--- src/ihc_pkg.sv ---
package ihc_pkg;

    // Byte offsets of the captured IPv4 header fields.
    localparam logic [15:0] POS_VERSION_IHL = 16'd0;
    localparam logic [15:0] POS_LENGTH_HI   = 16'd2;
    localparam logic [15:0] POS_LENGTH_LO   = 16'd3;
    localparam logic [15:0] POS_PROTOCOL    = 16'd9;
    localparam logic [15:0] POS_CSUM_HI     = 16'd10;
    localparam logic [15:0] POS_CSUM_LO     = 16'd11;
    localparam logic [15:0] POS_SRC_FIRST   = 16'd12;
    localparam logic [15:0] POS_SRC_LAST    = 16'd15;
    localparam logic [15:0] POS_DST_FIRST   = 16'd16;
    localparam logic [15:0] POS_DST_LAST    = 16'd19;

    localparam logic [15:0] COUNT_MAX         = 16'hFFFF;
    localparam logic [5:0]  MIN_HEADER_BYTES  = 6'd20;
    localparam logic [3:0]  IP_VERSION_4      = 4'd4;
    localparam logic [31:0] LOCAL_ADDR_RESET  = 32'hC0A8_0A01;

    localparam logic [7:0] PROTO_ICMP = 8'd1;
    localparam logic [7:0] PROTO_UDP  = 8'd17;
    localparam logic [7:0] PROTO_TCP  = 8'd6;

    // Depth of the queue between the byte parser and the verdict stage.
    localparam int QUEUE_DEPTH = 2;

    typedef enum logic [2:0] {
        VERDICT_OK           = 3'd0,
        VERDICT_SHORT        = 3'd1,
        VERDICT_NOT_V4       = 3'd2,
        VERDICT_BAD_IHL      = 3'd3,
        VERDICT_BAD_LENGTH   = 3'd4,
        VERDICT_BAD_CHECKSUM = 3'd5,
        VERDICT_NOT_OURS     = 3'd6
    } verdict_t;

    typedef enum logic [1:0] {
        ROUTE_ICMP    = 2'd0,
        ROUTE_UDP     = 2'd1,
        ROUTE_TCP     = 2'd2,
        ROUTE_UNKNOWN = 2'd3
    } route_t;

    // Everything the verdict stage needs about one finished packet.
    typedef struct packed {
        logic [15:0] byte_count;
        logic [7:0]  version_ihl;
        logic [15:0] total_length;
        logic [7:0]  protocol_field;
        logic [15:0] sum_accumulator;
        logic [15:0] received_checksum;
        logic [31:0] source_field;
        logic [31:0] dest_field;
    } packet_summary_t;

    typedef struct packed {
        logic full;
        logic empty;
    } queue_status_t;

    // Ones' complement addition with end-around carry.
    function automatic logic [15:0] ones_add(input logic [15:0] a, input logic [15:0] b);
        logic [16:0] s;
        s = {1'b0, a} + {1'b0, b};
        return s[15:0] + {15'd0, s[16]};
    endfunction

endpackage

--- src/ihc_channels.sv ---
// Byte request channel into the block.
interface ihc_byte_if;
    logic       valid;
    logic       ready;
    logic [7:0] data_byte;
    logic       last_byte;

    modport source (output valid, output data_byte, output last_byte, input ready);
    modport sink (input valid, input data_byte, input last_byte, output ready);
endinterface

// Result request channel out of the block.
interface ihc_result_if;
    logic        valid;
    logic        ready;
    logic [2:0]  verdict;
    logic [1:0]  route;
    logic [7:0]  protocol_number;
    logic [5:0]  header_bytes;
    logic [15:0] payload_bytes;
    logic [31:0] source_address;
    logic [31:0] dest_address;

    modport source (output valid, output verdict, output route, output protocol_number,
                    output header_bytes, output payload_bytes, output source_address,
                    output dest_address, input ready);
    modport sink (input valid, input verdict, input route, input protocol_number,
                  input header_bytes, input payload_bytes, input source_address,
                  input dest_address, output ready);
endinterface

--- src/ihc_front.sv ---
module ihc_front #(
    parameter int MAX_HEADER_BYTES = 60
) (
    input  logic                     clk,
    input  logic                     rst_n,
    ihc_byte_if.sink                 byte_in,
    input  ihc_pkg::queue_status_t   q_status,
    output logic                     push,
    output ihc_pkg::packet_summary_t push_data
);

    localparam logic [15:0] MaxHeader = 16'(MAX_HEADER_BYTES);

    logic [15:0] byte_count_reg, byte_count_next;
    logic [7:0]  version_ihl_reg, version_ihl_next;
    logic [15:0] total_length_reg, total_length_next;
    logic [7:0]  protocol_reg, protocol_next;
    logic [31:0] source_reg, source_next;
    logic [31:0] dest_reg, dest_next;
    logic [15:0] sum_reg, sum_next;
    logic [15:0] csum_reg, csum_next;
    logic [7:0]  held_reg, held_next;

    logic [15:0] pos;
    logic [5:0]  hdr_len;
    logic [7:0]  sum_byte;
    logic        accept;

    assign byte_in.ready = !q_status.full;
    assign accept        = byte_in.valid && byte_in.ready;
    assign pos           = byte_count_reg;

    // Field capture, checksum accumulation and byte counting for one byte.
    always_comb
    begin
        version_ihl_next  = version_ihl_reg;
        total_length_next = total_length_reg;
        protocol_next     = protocol_reg;
        source_next       = source_reg;
        dest_next         = dest_reg;
        sum_next          = sum_reg;
        csum_next         = csum_reg;
        held_next         = held_reg;

        case (pos) inside
            ihc_pkg::POS_VERSION_IHL: version_ihl_next = byte_in.data_byte;
            ihc_pkg::POS_LENGTH_HI:   total_length_next[15:8] = byte_in.data_byte;
            ihc_pkg::POS_LENGTH_LO:   total_length_next[7:0] = byte_in.data_byte;
            ihc_pkg::POS_PROTOCOL:    protocol_next = byte_in.data_byte;
            ihc_pkg::POS_CSUM_HI:     csum_next[15:8] = byte_in.data_byte;
            ihc_pkg::POS_CSUM_LO:     csum_next[7:0] = byte_in.data_byte;
            [ihc_pkg::POS_SRC_FIRST:ihc_pkg::POS_SRC_LAST]:
                source_next = {source_reg[23:0], byte_in.data_byte};
            [ihc_pkg::POS_DST_FIRST:ihc_pkg::POS_DST_LAST]:
                dest_next = {dest_reg[23:0], byte_in.data_byte};
            default: ;
        endcase

        // The checksum field itself counts as zero in the sum.
        hdr_len  = {version_ihl_next[3:0], 2'b00};
        sum_byte = (pos == ihc_pkg::POS_CSUM_HI || pos == ihc_pkg::POS_CSUM_LO)
                   ? 8'd0 : byte_in.data_byte;
        if (pos < {10'd0, hdr_len} && pos < MaxHeader)
        begin
            if (!pos[0])
            begin
                held_next = sum_byte;
            end
            else
            begin
                sum_next = ihc_pkg::ones_add(sum_reg, {held_reg, sum_byte});
            end
        end

        byte_count_next = (byte_count_reg == ihc_pkg::COUNT_MAX)
                          ? byte_count_reg : byte_count_reg + 16'd1;
    end

    // A finished packet goes to the queue with its final field values.
    assign push = accept && byte_in.last_byte;
    always_comb
    begin
        push_data.byte_count        = byte_count_next;
        push_data.version_ihl       = version_ihl_next;
        push_data.total_length      = total_length_next;
        push_data.protocol_field    = protocol_next;
        push_data.sum_accumulator   = sum_next;
        push_data.received_checksum = csum_next;
        push_data.source_field      = source_next;
        push_data.dest_field        = dest_next;
    end

    // Per-packet state; cleared after the last byte of each packet.
    always_ff @(posedge clk or negedge rst_n)
    begin
        if (!rst_n)
        begin
            byte_count_reg   <= '0;
            version_ihl_reg  <= '0;
            total_length_reg <= '0;
            protocol_reg     <= '0;
            source_reg       <= '0;
            dest_reg         <= '0;
            sum_reg          <= '0;
            csum_reg         <= '0;
            held_reg         <= '0;
        end
        else if (accept)
        begin
            if (byte_in.last_byte)
            begin
                byte_count_reg   <= '0;
                version_ihl_reg  <= '0;
                total_length_reg <= '0;
                protocol_reg     <= '0;
                source_reg       <= '0;
                dest_reg         <= '0;
                sum_reg          <= '0;
                csum_reg         <= '0;
                held_reg         <= '0;
            end
            else
            begin
                byte_count_reg   <= byte_count_next;
                version_ihl_reg  <= version_ihl_next;
                total_length_reg <= total_length_next;
                protocol_reg     <= protocol_next;
                source_reg       <= source_next;
                dest_reg         <= dest_next;
                sum_reg          <= sum_next;
                csum_reg         <= csum_next;
                held_reg         <= held_next;
            end
        end
    end

endmodule

--- src/ihc_queue.sv ---
module ihc_queue (
    input  logic                     clk,
    input  logic                     rst_n,
    input  logic                     push,
    input  ihc_pkg::packet_summary_t push_data,
    input  logic                     pop,
    output ihc_pkg::packet_summary_t pop_data,
    output ihc_pkg::queue_status_t   status
);

    localparam int Depth  = ihc_pkg::QUEUE_DEPTH;
    localparam int PtrW   = (Depth > 1) ? $clog2(Depth) : 1;
    localparam int CountW = $clog2(Depth + 1);

    ihc_pkg::packet_summary_t entry_reg [Depth];
    logic [PtrW-1:0]   wr_ptr_reg, rd_ptr_reg;
    logic [CountW-1:0] count_reg;

    assign status.full  = (count_reg == CountW'(Depth));
    assign status.empty = (count_reg == '0);
    assign pop_data     = entry_reg[rd_ptr_reg];

    // Entry storage; payload needs no reset.
    always_ff @(posedge clk)
    begin
        if (push)
        begin
            entry_reg[wr_ptr_reg] <= push_data;
        end
    end

    // Pointers and fill count.
    always_ff @(posedge clk or negedge rst_n)
    begin
        if (!rst_n)
        begin
            wr_ptr_reg <= '0;
            rd_ptr_reg <= '0;
            count_reg  <= '0;
        end
        else
        begin
            if (push)
            begin
                wr_ptr_reg <= (wr_ptr_reg == PtrW'(Depth - 1)) ? '0 : wr_ptr_reg + 1'b1;
            end
            if (pop)
            begin
                rd_ptr_reg <= (rd_ptr_reg == PtrW'(Depth - 1)) ? '0 : rd_ptr_reg + 1'b1;
            end
            if (push && !pop)
            begin
                count_reg <= count_reg + 1'b1;
            end
            else if (pop && !push)
            begin
                count_reg <= count_reg - 1'b1;
            end
        end
    end

endmodule

--- src/ihc_back.sv ---
module ihc_back #(
    parameter int MAX_HEADER_BYTES = 60
) (
    input  logic                     clk,
    input  logic                     rst_n,
    input  logic                     cfg_we,
    input  logic [31:0]              cfg_wdata,
    input  ihc_pkg::queue_status_t   q_status,
    input  ihc_pkg::packet_summary_t pop_data,
    output logic                     pop,
    ihc_result_if.source             result_out
);

    localparam logic [5:0] MaxHeader = 6'(MAX_HEADER_BYTES);

    logic [31:0]       local_addr_reg;
    logic              valid_reg;
    ihc_pkg::verdict_t verdict_reg, verdict_next;
    ihc_pkg::route_t   route_reg, route_next;
    logic [7:0]        protocol_reg;
    logic [5:0]        hdr_reg, hdr_next;
    logic [15:0]       payload_reg, payload_next;
    logic [31:0]       source_reg;
    logic [31:0]       dest_reg;

    assign pop = !q_status.empty && (!valid_reg || result_out.ready);

    // Checks in priority order; the first one that fails sets the verdict.
    always_comb
    begin
        hdr_next     = {pop_data.version_ihl[3:0], 2'b00};
        payload_next = '0;
        if (pop_data.byte_count < {10'd0, ihc_pkg::MIN_HEADER_BYTES})
        begin
            verdict_next = ihc_pkg::VERDICT_SHORT;
        end
        else if (pop_data.version_ihl[7:4] != ihc_pkg::IP_VERSION_4)
        begin
            verdict_next = ihc_pkg::VERDICT_NOT_V4;
        end
        else if (hdr_next < ihc_pkg::MIN_HEADER_BYTES || hdr_next > MaxHeader)
        begin
            verdict_next = ihc_pkg::VERDICT_BAD_IHL;
        end
        else if (pop_data.total_length < {10'd0, hdr_next}
                 || pop_data.total_length > pop_data.byte_count)
        begin
            verdict_next = ihc_pkg::VERDICT_BAD_LENGTH;
        end
        else if (~pop_data.sum_accumulator != pop_data.received_checksum)
        begin
            verdict_next = ihc_pkg::VERDICT_BAD_CHECKSUM;
        end
        else if (pop_data.dest_field != local_addr_reg)
        begin
            verdict_next = ihc_pkg::VERDICT_NOT_OURS;
        end
        else
        begin
            verdict_next = ihc_pkg::VERDICT_OK;
            payload_next = pop_data.total_length - {10'd0, hdr_next};
        end

        case (pop_data.protocol_field)
            ihc_pkg::PROTO_ICMP: route_next = ihc_pkg::ROUTE_ICMP;
            ihc_pkg::PROTO_UDP:  route_next = ihc_pkg::ROUTE_UDP;
            ihc_pkg::PROTO_TCP:  route_next = ihc_pkg::ROUTE_TCP;
            default:             route_next = ihc_pkg::ROUTE_UNKNOWN;
        endcase
    end

    // Control state: local address register and output valid.
    always_ff @(posedge clk or negedge rst_n)
    begin
        if (!rst_n)
        begin
            local_addr_reg <= ihc_pkg::LOCAL_ADDR_RESET;
            valid_reg      <= 1'b0;
        end
        else
        begin
            if (cfg_we)
            begin
                local_addr_reg <= cfg_wdata;
            end
            if (pop)
            begin
                valid_reg <= 1'b1;
            end
            else if (result_out.ready)
            begin
                valid_reg <= 1'b0;
            end
        end
    end

    // Output payload register, loaded whenever an entry leaves the queue.
    always_ff @(posedge clk)
    begin
        if (pop)
        begin
            verdict_reg  <= verdict_next;
            route_reg    <= route_next;
            protocol_reg <= pop_data.protocol_field;
            hdr_reg      <= hdr_next;
            payload_reg  <= payload_next;
            source_reg   <= pop_data.source_field;
            dest_reg     <= pop_data.dest_field;
        end
    end

    assign result_out.valid           = valid_reg;
    assign result_out.verdict         = verdict_reg;
    assign result_out.route           = route_reg;
    assign result_out.protocol_number = protocol_reg;
    assign result_out.header_bytes    = hdr_reg;
    assign result_out.payload_bytes   = payload_reg;
    assign result_out.source_address  = source_reg;
    assign result_out.dest_address    = dest_reg;

endmodule

--- src/ipv4_header_check_classify_core.sv ---
// IPv4 receive header check and protocol classifier.
// byte_in carries one packet byte per request in wire order, with last_byte
// set on the final byte. result_out carries one request per packet: the
// verdict, protocol route, header and payload lengths and both addresses.
// The local address is written through cfg_we/cfg_wdata; the user must do
// so only while the block is idle, as the block does not enforce it. Reset
// loads the default address. A byte is taken in every cycle while the queue
// is not full. The parser updates its captured fields and the 16-bit ones'
// complement sum for each byte, and on the last byte hands a packet summary
// to a two-entry queue. The verdict stage pops one summary per cycle into
// the output register while it is empty or its result is being taken, and
// the register then shows the summary's result as valid. When the receiver
// stalls, the output register holds its result, the queue fills, and
// byte_in.ready falls only once the queue is full. Reset clears the packet
// state, empties the queue and drops any pending result.
module ipv4_header_check_classify_core #(
    parameter int MAX_HEADER_BYTES = 60
) (
    input  logic          clk,
    input  logic          rst_n,
    input  logic          cfg_we,
    input  logic [31:0]   cfg_wdata,
    ihc_byte_if.sink      byte_in,
    ihc_result_if.source  result_out
);

    ihc_pkg::queue_status_t   q_status;
    ihc_pkg::packet_summary_t push_data;
    ihc_pkg::packet_summary_t pop_data;
    logic                     push;
    logic                     pop;

    ihc_front #(
        .MAX_HEADER_BYTES(MAX_HEADER_BYTES)
    ) u_front (
        .clk       (clk),
        .rst_n     (rst_n),
        .byte_in   (byte_in),
        .q_status  (q_status),
        .push      (push),
        .push_data (push_data)
    );

    ihc_queue u_queue (
        .clk       (clk),
        .rst_n     (rst_n),
        .push      (push),
        .push_data (push_data),
        .pop       (pop),
        .pop_data  (pop_data),
        .status    (q_status)
    );

    ihc_back #(
        .MAX_HEADER_BYTES(MAX_HEADER_BYTES)
    ) u_back (
        .clk        (clk),
        .rst_n      (rst_n),
        .cfg_we     (cfg_we),
        .cfg_wdata  (cfg_wdata),
        .q_status   (q_status),
        .pop_data   (pop_data),
        .pop        (pop),
        .result_out (result_out)
    );

    // The queue never takes a summary while full.
    assert property (@(posedge clk) disable iff (!rst_n) q_status.full |-> !push)
        else $error("packet summary pushed into a full queue");

    // A summary popped from the queue shows up as a valid result next cycle.
    assert property (@(posedge clk) disable iff (!rst_n) pop |=> result_out.valid)
        else $error("popped summary did not reach the output");

    // Payload length is reported only for accepted packets.
    assert property (@(posedge clk) disable iff (!rst_n)
        (result_out.valid && result_out.verdict != ihc_pkg::VERDICT_OK)
            |-> (result_out.payload_bytes == 16'd0))
        else $error("payload length reported for a rejected packet");

    // An accepted packet has a header length within the legal range.
    assert property (@(posedge clk) disable iff (!rst_n)
        (result_out.valid && result_out.verdict == ihc_pkg::VERDICT_OK)
            |-> (result_out.header_bytes >= ihc_pkg::MIN_HEADER_BYTES
                 && result_out.header_bytes <= 6'(MAX_HEADER_BYTES)))
        else $error("accepted packet with illegal header length");

    // A TCP route agrees with the reported protocol number.
    assert property (@(posedge clk) disable iff (!rst_n)
        (result_out.valid && result_out.route == ihc_pkg::ROUTE_TCP)
            |-> (result_out.protocol_number == ihc_pkg::PROTO_TCP))
        else $error("TCP route with a different protocol number");

endmodule
--- src/flat_wrapper.sv ---
// flat-port wrapper written by rule: the top's interface ports become plain ports
module ipv4_header_check_classify_core_flat 
#(
    parameter int MAX_HEADER_BYTES = 60
)
  (clk, rst_n, cfg_we, cfg_wdata, byte_in_valid, byte_in_data_byte, byte_in_last_byte, byte_in_ready, result_out_valid, result_out_verdict, result_out_route, result_out_protocol_number, result_out_header_bytes, result_out_payload_bytes, result_out_source_address, result_out_dest_address, result_out_ready);
  ihc_byte_if byte_in_i ();
  ihc_result_if result_out_i ();
  input  logic clk;
  input  logic rst_n;
  input  logic cfg_we;
  input  logic [31:0] cfg_wdata;
  input wire logic [$bits(byte_in_i.valid)-1:0] byte_in_valid;
  input wire logic [$bits(byte_in_i.data_byte)-1:0] byte_in_data_byte;
  input wire logic [$bits(byte_in_i.last_byte)-1:0] byte_in_last_byte;
  output wire logic [$bits(byte_in_i.ready)-1:0] byte_in_ready;
  output wire logic [$bits(result_out_i.valid)-1:0] result_out_valid;
  output wire logic [$bits(result_out_i.verdict)-1:0] result_out_verdict;
  output wire logic [$bits(result_out_i.route)-1:0] result_out_route;
  output wire logic [$bits(result_out_i.protocol_number)-1:0] result_out_protocol_number;
  output wire logic [$bits(result_out_i.header_bytes)-1:0] result_out_header_bytes;
  output wire logic [$bits(result_out_i.payload_bytes)-1:0] result_out_payload_bytes;
  output wire logic [$bits(result_out_i.source_address)-1:0] result_out_source_address;
  output wire logic [$bits(result_out_i.dest_address)-1:0] result_out_dest_address;
  input wire logic [$bits(result_out_i.ready)-1:0] result_out_ready;
  assign byte_in_i.valid = byte_in_valid;
  assign byte_in_i.data_byte = byte_in_data_byte;
  assign byte_in_i.last_byte = byte_in_last_byte;
  assign byte_in_ready = byte_in_i.ready;
  assign result_out_valid = result_out_i.valid;
  assign result_out_verdict = result_out_i.verdict;
  assign result_out_route = result_out_i.route;
  assign result_out_protocol_number = result_out_i.protocol_number;
  assign result_out_header_bytes = result_out_i.header_bytes;
  assign result_out_payload_bytes = result_out_i.payload_bytes;
  assign result_out_source_address = result_out_i.source_address;
  assign result_out_dest_address = result_out_i.dest_address;
  assign result_out_i.ready = result_out_ready;
  ipv4_header_check_classify_core #(.MAX_HEADER_BYTES(MAX_HEADER_BYTES)) u_core (.clk(clk), .rst_n(rst_n), .cfg_we(cfg_we), .cfg_wdata(cfg_wdata), .byte_in(byte_in_i), .result_out(result_out_i));
endmodule
--- config.mk ---
export PLATFORM = sky130hd
export DESIGN_NAME = ipv4_header_check_classify_core_flat
export DESIGN_NICKNAME = d
export VERILOG_FILES = /design/src/ihc_pkg.sv /design/src/ihc_channels.sv /design/src/ihc_front.sv /design/src/ihc_queue.sv /design/src/ihc_back.sv /design/src/ipv4_header_check_classify_core.sv /design/src/flat_wrapper.sv
export SDC_FILE = /design/constraint.sdc
export NUM_CORES = 1
export LEC_CHECK = 0
export BUFFER_PORTS_ARGS = -buffer_cell sky130_fd_sc_hd__buf_2
export CORE_MARGIN = 4
export CORE_UTILIZATION = 45
export CTS_BUF_LIST = sky130_fd_sc_hd__clkbuf_16
export DETAILED_ROUTE_END_ITERATION = 12
export GPL_TIMING_DRIVEN = 0
export HOLD_SLACK_MARGIN = 0.12
export MAX_ROUTING_LAYER = met4
export PLACE_DENSITY = 0.64
export SLEW_MARGIN = 20
export SYNTH_ARGS = -nofsm -noshare
export SYNTH_HDL_FRONTEND = slang
export SYNTH_SLANG_ARGS = --single-unit
export TNS_END_PERCENT = 10
--- constraint.sdc ---
create_clock -name clk -period 8.2 [get_ports clk]
set_input_delay 1.64 -clock clk [delete_from_list [all_inputs] [get_ports clk]]
set_output_delay 1.64 -clock clk [all_outputs]
set_load 0.005 [all_outputs]
==> impl_summary.md <==
Power and ir drop
The part of the power in the clock network is 0.278. The net switching share of the total power is 0.313. In this run the power density over the cells is 314 nW/um2. VDD sags by at most 0.000157 V. Summed over all cells, the static leakage comes to 0.0114 uW.

The combinational group share of total power is 0.283. The fraction of power consumed by sequential logic is 0.439. The analysis attributes to net switching a power of 2820 uW. Internal power comes to 6170 uW.

Die
147 I/O pins were placed. The floorplan has 85 rows. The floorplan step defined a die boundary enclosing 59200 um2.

The die is 243 um wide. In this run the vertical extent of the chip is 243 um. The core area is 54300 um2. The effective utilization at floorplan is 0.458.

Global routing
The aggregate global-route resource usage is 0.200. The initial antenna violation count came to 2. The maximum number of pins on one net before global-route repair is 69. The wire length of the first global-routing pass is 90000 um.

The global route total overflow is 0. The number of global-route vias before repair was 15100.

Cells and area
In the final layout, the multi-input gates occupy 8140 um2. In the final layout, the share of cells above drive strength 1 is 0.250. The sequential cells in the finished layout cover a total of 16300 um2. The repair_antennas step left the layout with diodes totalling 0. The net count of the finished layout is 2008. The filler cells instantiated in the layout total 4550. The register with the most flip-flops in the layout has 288 of them. The area growth from synthesis to layout is 15.0%. Excluding fillers, the count of instances in the completed layout stands at 2706. The commonest non-fill, non-tap cell in the layout is sky130_fd_sc_hd__edfxtp_1.

Leaving out fill and tap cells, the most frequent cells in the layout are 385 x sky130_fd_sc_hd__edfxtp_1, 210 x sky130_fd_sc_hd__mux2_2, 181 x sky130_fd_sc_hd__dfrtp_1.

Timing
The final cycle utilization of the critical path is 0.808. The total negative setup slack is 0 ns. At the pin with the least slew margin, the transition time is 1.21 ns. The final setup violation count is 0. The total count of max-transition violations in the final report is 0.

Headroom to the max-slew limit came out at 0.191. Across the routed clock network, the largest skew measured is 0.0167 ns. The final-report hold violation count is 0. For this run, the top clock speed supported by timing is 151 MHz. The clock period minus final worst setup slack is 6.63 ns. Setup repair after global routing left no endpoint under its margin.

Clocking
The count of H-tree levels built during CTS is 2. CTS placed an instance of sky130_fd_sc_hd__clkbuf_16 at the clock tree root. The later pin in the worst-skew pair is clocked with a latency of 0.61 ns. The tree built by TritonCTS fans out to 574 sinks. The number of clock buffers added by TritonCTS is 59.

The buffer levels on the longest clock path is 3. For this design, the CTS-stage hold fixing added 0 buffers. The post-CTS setup buffer count is 0. After clock tree synthesis, the clock-pin slew on the worst setup and hold paths is 0.06 ns. In this run, post-CTS repair resized a total of 0 instances. The TritonCTS clock tree is done.

Synth
Each instance of the synthesized netlist takes up on average 14.6 um2. The register bit total from synthesis is 574. The cell area after synthesis is 24900 um2. In this run, distinct cell masters in the synthesized netlist total 82. During synthesis, Yosys emitted a total of 0 warnings. Synthesis produced 1706 cells.

In the synthesized netlist the dominant register cell turns out to be sky130_fd_sc_hd__edfxtp_1. Yosys mapped a number of flops with a built-in enable equal to 385. Of all flip-flops after synthesis, the portion carrying an async set or reset was 0.329.

The part of the Yosys area used for sequential elements is 0.654.

Placement
The final HPWL from detailed placement is 40300 um. The number of placed instances, taps included, is 2597. The last weighted congestion value of the routability-driven placer is 0.885. The count of buffers inserted at the top-level ports is 140.

Detailed routing
Dividing the detail-routed wire length by the instance count gives 21.5 um. Using the TritonRoute via totals, the vias-per-cell ratio works out to 5.53. After the first detailed-routing iteration, the DRC count stood at 1186. The number of remaining DRC errors is 0. The number of nets still failing antenna checks after routing is 0. The total via count in the routed design is 15000. Wires add up to 58100 um. The number of detailed-routing iterations run before antenna repair is 6.

Setup path
Of all nets on the critical path, the largest fanout is 10. The worst path arrival time is 6.96 ns. Walking the worst path, the cells encountered are buf_2 -> buf_2 -> buf_2 -> buf_2 -> buf_2 -> buf_1 -> buf_1 -> mux2i_1 -> ha_1 -> fa_1 -> nor2b_1 -> o21ai_0 -> nand2b_1 -> nor3_1 -> nand3_1 -> nor3_1 -> a32oi_1 -> nand4_1 -> or3_1 -> clkbuf_1 -> clkbuf_1 -> nor2_1. The endpoint type of the worst setup path is a flop.

The worst setup path is of the reg2reg kind. The worst stage delay on the critical path is 0.68 ns. STA puts the critical path data required time at 8.53 ns. The cell that appears most often on the critical path is sky130_fd_sc_hd__buf_2.

STA classifies the critical path startpoint as a flop. For this design, the slowest cell found on the critical path is sky130_fd_sc_hd__buf_1.

Hold path
The worst hold path class is reg2reg.

Run status
The run finished with clean final reports.

Run
The number of maximum-capacitance violations is 0.
-- cell usage after synthesis, types with 9 or more instances --
master                       n  area share
sky130_fd_sc_hd__o21ai_0    73       0.015
sky130_fd_sc_hd__mux2i_1    31       0.012
sky130_fd_sc_hd__nand3_1    29      0.0058
sky130_fd_sc_hd__nand2_1    98       0.015
sky130_fd_sc_hd__nor2_1     51      0.0077
sky130_fd_sc_hd__and3_1      9      0.0023
sky130_fd_sc_hd__a22o_1    126       0.044
sky130_fd_sc_hd__nand4_1    15      0.0038
sky130_fd_sc_hd__nor4_1     15      0.0038
sky130_fd_sc_hd__a21oi_1    23      0.0046
sky130_fd_sc_hd__a21o_1     15      0.0045
sky130_fd_sc_hd__o21a_1     10      0.0030
sky130_fd_sc_hd__nor2b_1     9      0.0023
sky130_fd_sc_hd__mux2_2    210       0.095
sky130_fd_sc_hd__ha_1       41       0.021
sky130_fd_sc_hd__inv_1      37      0.0056
sky130_fd_sc_hd__xor2_1     43       0.015
sky130_fd_sc_hd__clkbuf_1   59      0.0089
sky130_fd_sc_hd__xnor2_1    71       0.025
sky130_fd_sc_hd__edfxtp_1  385        0.46
sky130_fd_sc_hd__dfrtp_1   181        0.18
sky130_fd_sc_hd__nor3_1     17      0.0034
sky130_fd_sc_hd__buf_2      13      0.0026
sky130_fd_sc_hd__o21ai_1     9      0.0018
-- final timing paths --
kind                                                                from                                                  endpoint  slack [ns]  cells past startpoint
min                        u_core.u_front.version_ihl_reg[2]$_DFFE_PN0P_             u_core.u_front.version_ihl_reg[2]$_DFFE_PN0P_        0.48                      2
min reg2reg                u_core.u_front.version_ihl_reg[2]$_DFFE_PN0P_             u_core.u_front.version_ihl_reg[2]$_DFFE_PN0P_        0.48                      2
min in group asynchronous                                          rst_n              u_core.u_back.local_addr_reg[25]$_DFFE_PN0P_        0.97                      1
max in group asynchronous                                          rst_n                    u_core.u_front.sum_reg[13]$_DFFE_PN0P_        6.09                      3
max reg2reg                        u_core.u_queue.rd_ptr_reg$_DFFE_PN0P_  u_core.u_back.result_out.payload_bytes[10]$_SDFFCE_PP0P_        1.57                     22
max                                u_core.u_queue.rd_ptr_reg$_DFFE_PN0P_  u_core.u_back.result_out.payload_bytes[10]$_SDFFCE_PP0P_        1.57                     22
-- final cells by class --
class / count / share of cell area
Buffer: 83 / 0.0122
Clock buffer: 61 / 0.0533
Clock inverter: 48 / 0.00987
Inverter: 37 / 0.00502
Multi-Input combinational cell: 1013 / 0.284
Sequential cell: 574 / 0.569
Tap cell: 739 / 0.0323
Timing Repair Buffer: 151 / 0.0346
-- critical path: cells and delay by family (launching register included) --
| kind | cells | cell delay [ns] |
|---|---|---|
| fa+ha+maj | 2 | 0.47 |
| compound gates | 2 | 0.36 |
| simple gates | 8 | 1.36 |
| mux | 1 | 0.47 |
| flops | 1 | 0.33 |
| buf+inv | 9 | 3.35 |
-- cell families (layout without fill, tap and decap cells) --
family / Yosys count / after routing / synth area share
buffers and inverters: 120 / 380 / 0.0196
and+or+nand+nor: 302 / 302 / 0.0635
muxes: 242 / 242 / 0.108
adders and majority gates: 45 / 45 / 0.0231
DFF: 574 / 574 / 0.654
AOI/OAI and AO/OA: 306 / 306 / 0.0897
other: 1 / 2 / 0.000151
xor gates and xnor gates: 116 / 116 / 0.0417
-- power groups by stage --
stage / clock network [uW] / logic (uW) / registers [uW]
after CTS: 2560 / 2570 / 3950
after global placement: 0 / 2450 / 4050
final: 2500 / 2550 / 3940
after detailed placement: 0 / 2550 / 4000
after floorplan: 0 / 1620 / 4020
after global routing: 2690 / 2800 / 3990
-- stage by stage --
step | total power [uW] | setup WS (ns) | util | cell area (um2) | hold slack, ns
after floorplan | 5640 | 1.72 | - | 24900 | 0.449
final | 8990 | 1.57 | 0.527 | 28700 | 0.484
after global routing | 9480 | 0.918 | 0.527 | 28700 | 0.503
after global placement | 6500 | -1.19 | 0.488 | 26500 | 0.463
after detailed placement | 6550 | 1.46 | 0.494 | 26800 | 0.470
after CTS | 9080 | 1.43 | 0.527 | 28700 | 0.482
-- metal layers --
layer,up-vias,track usage,part of all wire
met3,88,0.0278,0.048
li1,6877,-,-
met4,0,0.0480,0.021
met5,-,-,0
met1,7608,0.274,0.45
met2,386,0.320,0.48
No activity file was read; power rests on OpenSTA's default activity.
